## src/rtl/btpc_pkg.sv

```systemverilog
// Package: shared types, constants and helpers of the barometric compensation block.
package btpc_pkg;

    localparam int DivBits = 32;

    localparam logic [31:0] Recip100 = 32'h51EB851F;  // x/100 == (x*Recip100)>>37, x < 2^32
    localparam int Recip100Shift = 37;

    localparam logic [3:0] CFG_T1    = 4'd0;
    localparam logic [3:0] CFG_T2    = 4'd1;
    localparam logic [3:0] CFG_T3    = 4'd2;
    localparam logic [3:0] CFG_P1    = 4'd3;
    localparam logic [3:0] CFG_P2_P3 = 4'd4;
    localparam logic [3:0] CFG_P4_P5 = 4'd5;
    localparam logic [3:0] CFG_P6_P7 = 4'd6;
    localparam logic [3:0] CFG_P8_P9 = 4'd7;

    typedef struct packed {
        logic [19:0] raw_temp;
        logic [19:0] raw_press;
    } in_word_t;

    typedef struct packed {
        logic signed [7:0] temp_deg;
        logic [15:0]       press_hpa;
        logic              div_zero;
    } out_word_t;

    typedef struct packed {
        logic [15:0] t1;
        logic [15:0] t2;
        logic [15:0] t3;
        logic [15:0] p1;
        logic [31:0] p2_p3;
        logic [31:0] p4_p5;
        logic [31:0] p6_p7;
        logic [31:0] p8_p9;
    } cal_t;

    // travels alongside the divider
    typedef struct packed {
        logic signed [7:0] temp_deg;
        logic              div_zero;
        logic              p_msb;
    } div_side_t;

    typedef struct packed {
        logic [31:0] rem;
        logic [31:0] num;
        logic [31:0] den;
        div_side_t   side;
    } div_stage_t;

    function automatic logic signed [31:0] sx16(input logic [15:0] x);
        return 32'(signed'(x));
    endfunction

    // signed divide by 2^k, truncating toward zero
    function automatic logic signed [31:0] div_tz(input logic signed [31:0] x, input int k);
        logic signed [31:0] bias;
        bias = x[31] ? ((32'sd1 <<< k) - 32'sd1) : 32'sd0;
        return (x + bias) >>> k;
    endfunction

endpackage

```

## src/rtl/btpc_back.sv

```systemverilog
// Back pipeline: pressure correction terms, divide by 100, saturation, output register.
module btpc_back (
    input  logic                 aclk,
    input  logic                 aresetn,
    input  logic                 en,
    input  btpc_pkg::cal_t       cal,
    input  logic                 in_valid,
    input  btpc_pkg::div_stage_t in_stage,
    output logic                 out_valid,
    output btpc_pkg::out_word_t  out_data
);
    import btpc_pkg::*;

    logic [5:0] v_reg;
    logic signed [31:0] p7, p8, p9;
    assign p7 = sx16(cal.p6_p7[31:16]);
    assign p8 = sx16(cal.p8_p9[15:0]);
    assign p9 = sx16(cal.p8_p9[31:16]);

    div_side_t side_reg [0:4];
    logic signed [31:0] p_reg [0:2];
    logic [31:0]        sq_reg;
    logic signed [31:0] m8_reg, c1_reg, c2_reg, pf_reg;
    logic [63:0]        pmul_reg;

    logic [57:0] sqp_c;
    logic [26:0] pq_c;
    assign sqp_c = 58'(p_reg[0][31:3]) * 58'(p_reg[0][31:3]);
    assign pq_c  = pmul_reg[Recip100Shift +: 27];

    always_ff @(posedge aclk) begin
        if (!aresetn) begin
            v_reg <= '0;
        end else if (en) begin
            v_reg <= {v_reg[4:0], in_valid};
        end
    end

    always_ff @(posedge aclk) begin
        if (en) begin
            side_reg[0] <= in_stage.side;
            for (int i = 1; i <= 4; i++) side_reg[i] <= side_reg[i-1];
            p_reg[0] <= in_stage.side.p_msb ? (in_stage.num <<< 1) : in_stage.num;
            p_reg[1] <= p_reg[0];
            p_reg[2] <= p_reg[1];
            sq_reg   <= 32'(sqp_c[31:0] >> 13);
            m8_reg   <= div_tz(p_reg[0], 2) * p8;
            c1_reg   <= (p9 * signed'(sq_reg)) >>> 12;
            c2_reg   <= div_tz(m8_reg, 13);
            pf_reg   <= p_reg[2] + ((c1_reg + c2_reg + p7) >>> 4);
            // pressure is unsigned here
            pmul_reg <= {32'd0, pf_reg} * 64'(Recip100);
            out_data.temp_deg  <= side_reg[4].temp_deg;
            out_data.div_zero  <= side_reg[4].div_zero;
            out_data.press_hpa <= side_reg[4].div_zero ? 16'd0 :
                                  (pq_c > 27'd65535) ? 16'hFFFF : pq_c[15:0];
        end
    end

    assign out_valid = v_reg[5];
endmodule

```

## config.mk

```make
export PLATFORM = sky130hd
export DESIGN_NAME = btpc_back
export DESIGN_NICKNAME = d
export VERILOG_FILES = /design/src/rtl/btpc_pkg.sv /design/src/rtl/btpc_back.sv
export SDC_FILE = /design/constraint.sdc
export NUM_CORES = 2
export LEC_CHECK = 0
export BUFFER_PORTS_ARGS = -buffer_cell sky130_fd_sc_hd__buf_2
export CORE_MARGIN = 1
export CORE_UTILIZATION = 30
export DETAILED_ROUTE_END_ITERATION = 6
export GPL_TIMING_DRIVEN = 0
export PLACE_DENSITY = 0.45
export SLEW_MARGIN = 40
export SYNTH_ARGS = -nofsm -noshare
export SYNTH_HDL_FRONTEND = slang
export SYNTH_SLANG_ARGS = --single-unit
export TNS_END_PERCENT = 10
```

## constraint.sdc

```tcl
create_clock -name aclk -period 11.8 [get_ports aclk]
set_input_delay 2.36 -clock aclk [delete_from_list [all_inputs] [get_ports aclk]]
set_output_delay 2.36 -clock aclk [all_outputs]
set_load 0.03 [all_outputs]
```

==> flow_metrics.tcl <==
set metrics [dict create \
    path_class "reg2reg" \
    cts.sinks 320 \
    synthesis.area_um2 64700 \
    syn_nets 8757 \
    cp_num_buf_inv 5 \
    fin_crit_sh_pct 82.5 \
    post_cts_resize_count 0 \
    dp_hpwl_um 159000 \
    hold_depth 0 \
    via_per_inst 4.48 \
    start_util_pct 30.2 \
    die_x_um 466 \
    hold_viol_final 0 \
    ys_seq_area_share_pct 14.8 \
    grt_pass1_wl_um 281000 \
    fp.dieArea_um2 217000 \
    yosysTopAreaCell "fa_1" \
    root_buffer "clkbuf_16" \
    ys_warn_count 0 \
    yosys-top-cells-area "fa_1, ha_1, edfxtp_1, inv_1, and2_1" \
    grt_overflow 0 \
    crit_fanout 10 \
    dr.first_iter.drc_count 1754 \
    drv_cap 0 \
    worst_ep_arrival_time_ns 10.10 \
    area_growth_pct 8.91 \
    critPathRequiredTime_ns 12.17 \
    cpMaxStageDelayCell "edfxtp_1" \
    ctsHoldBuffers 0 \
    core_um2 214000 \
    vias 42100 \
    grt_max_degree 77 \
    setup_viol 0 \
    setup.worst_path.end_class "register" \
    ios 328 \
    clock.fmax_ghz 0.103 \
    rrSetupSlack_ns 2.07 \
    timing.rr.start "p_reg[0][7]" \
    drive_gt1_share_pct 4.61 \
    min_to "out_data[24]" \
    worstHoldStart "side_reg[0][49]" \
    insertion_delay_ns 0.63 \
    die_y_um 466 \
    r2r_cells 27 \
    synth_edf_count 314 \
    drtAntennaViolNets 0 \
    routedWlPerCell_um 19.7 \
    synthFlopType "edfxtp_1" \
    wirelength_um 185000 \
    status "finished, final reports clean" \
    cts_tree "done" \
    track_usage_pct 17.4 \
    maxSlewViolCount 0 \
    syn_avg_cell_area_um2 10.2 \
    grt_pass1_vias 46100 \
    largest_reg_flops 96 \
    hp-class "reg2reg" \
    ys_seq_elements 320 \
    drc 0 \
    r2r-end "m8_reg[30]" \
    io_buffers 105 \
    synthArstFlopShare_pct 0 \
    crit_family "adder cells" \
    clk_pin_slew_ns 0.06 \
    critPathLaunchType "register" \
    rsz0062_at_grt "no" \
    gp_congestion 0.874 \
    rows 170 \
    cts_buffers 39 \
    drtPass1Iterations 5 \
    synth.most_common_cell "inv_1" \
    yosys-top-cells-count "inv_1, fa_1, ha_1" \
    slowest_delay_ns 0.68 \
    cts_max_level 2 \
    cts_buffer_depth 3 \
    synth_cell_types 81 \
    cp_common_cell "fa_1" \
    fin_nets 8909 \
    synth_top_area_share_pct 40.6 \
    skew_ns 0.0388 \
    antenna_found_initial 18 \
    tns_ns 0 \
    final.min_clock_period_ns 9.73 \
    slew_headroom_pct 37.7 \
    worst_slew_pin_slew_ns 0.933 \
    syn_inst 6371 \
    cts_setup_buffers 0 \
]
-- layout by cell type, fill, tap and decap left out, types with 60 or more instances in the layout --
cell type | netlist | final
nor2_1 | 156 | 156
nand2_1 | 593 | 593
xnor2_1 | 155 | 141
a21oi_1 | 134 | 134
a21o_1 | 83 | 83
xor2_1 | 68 | 60
and2_1 | 372 | 372
buf_2 | 12 | 118
clkbuf_1 | 148 | 145
edfxtp_1 | 314 | 314
inv_1 | 1749 | 1749
ha_1 | 771 | 771
o21ai_0 | 69 | 69
fa_1 | 1313 | 1313
-- how the worst max path moves through the flow --
stage	start	endpoint	slack, ns	cells past startpoint
floorplan	cal[7]	m8_reg[30]	3.26	25
global placement	p_reg[0][31]	m8_reg[30]	1.57	27
detailed placement	cal[3]	m8_reg[30]	1.89	24
CTS	p_reg[0][14]	sq_reg[18]	1.99	26
global route	p_reg[0][7]	m8_reg[30]	1.76	27
finish	p_reg[0][7]	m8_reg[30]	2.07	27
-- worst register-to-register path, stage by stage, from the launching register on --
cell and delay (ns):
edfxtp_1 0.68, buf_4 0.34, nand3_1 0.16, nor4b_4 0.57, nand4_1 0.24, xnor2_2 0.61
clkbuf_1 0.60, nand2_1 0.18, fa_1 0.55, fa_1 0.54, fa_1 0.53, inv_1 0.06
fa_1 0.50, fa_1 0.49, inv_1 0.05, fa_1 0.56, inv_1 0.08, ha_1 0.36
a21o_1 0.21, a21o_1 0.19, a211oi_1 0.24, o21ai_0 0.16, nor4_2 0.31, o31ai_1 0.16
or4_1 0.44, a31o_2 0.25, a21oi_1 0.17, xnor2_1 0.27
-- cell families after synthesis --
logic type,synth area share [%]
AOI/OAI and AO/OA,4.29
xor gates and xnor gates,3.26
DFF,14.8
buffers and inverters,11.2
adders and majority gates,55.6
and+or+nand+nor,10.2
muxes,0.679
-- layout make-up --
cell class | count | area (µm²)
antenna | 5 | 12.5
buffer | 177 | 714
clock buffer | 47 | 1030
clock inverter | 23 | 299
fill | 22200 | 144000
inverter | 1750 | 6570
multi-input combinational | 4124 | 48000
sequential | 320 | 9550
tap | 2838 | 3550
timing repair buffer | 111 | 668
-- metal layers --
metal  wire, µm  share of wire [%]  GRT usage [%]  vias to the layer above
met1      81900                 44           22.9                    21600
li1           -                  -              -                    19500
met3       6510                3.5           1.68                      200
met5          0                  0              0                        -
met4       5510                3.0           5.07                        0
met2      91100                 49           30.0                      766
-- per-stage QoR --
stage | instances | utilization, % | hold WS [ns] | worst slack, ns | instance area [µm²]
after floorplan | 6371 | - | 0.400 | 3.26 | 64700
after CTS | 9390 | 32.8 | 0.414 | 1.99 | 70400
after detailed placement | 9320 | 32.2 | 0.405 | 1.89 | 69100
final | 9395 | 32.8 | 0.411 | 2.07 | 70400
after global placement | 9314 | 32.1 | 0.401 | 1.57 | 68700
after global routing | 9393 | 32.8 | 0.421 | 1.76 | 70400
Power is not shown: default switching activity piles up to over one toggle a cycle in this logic, so the estimate is an artifact.
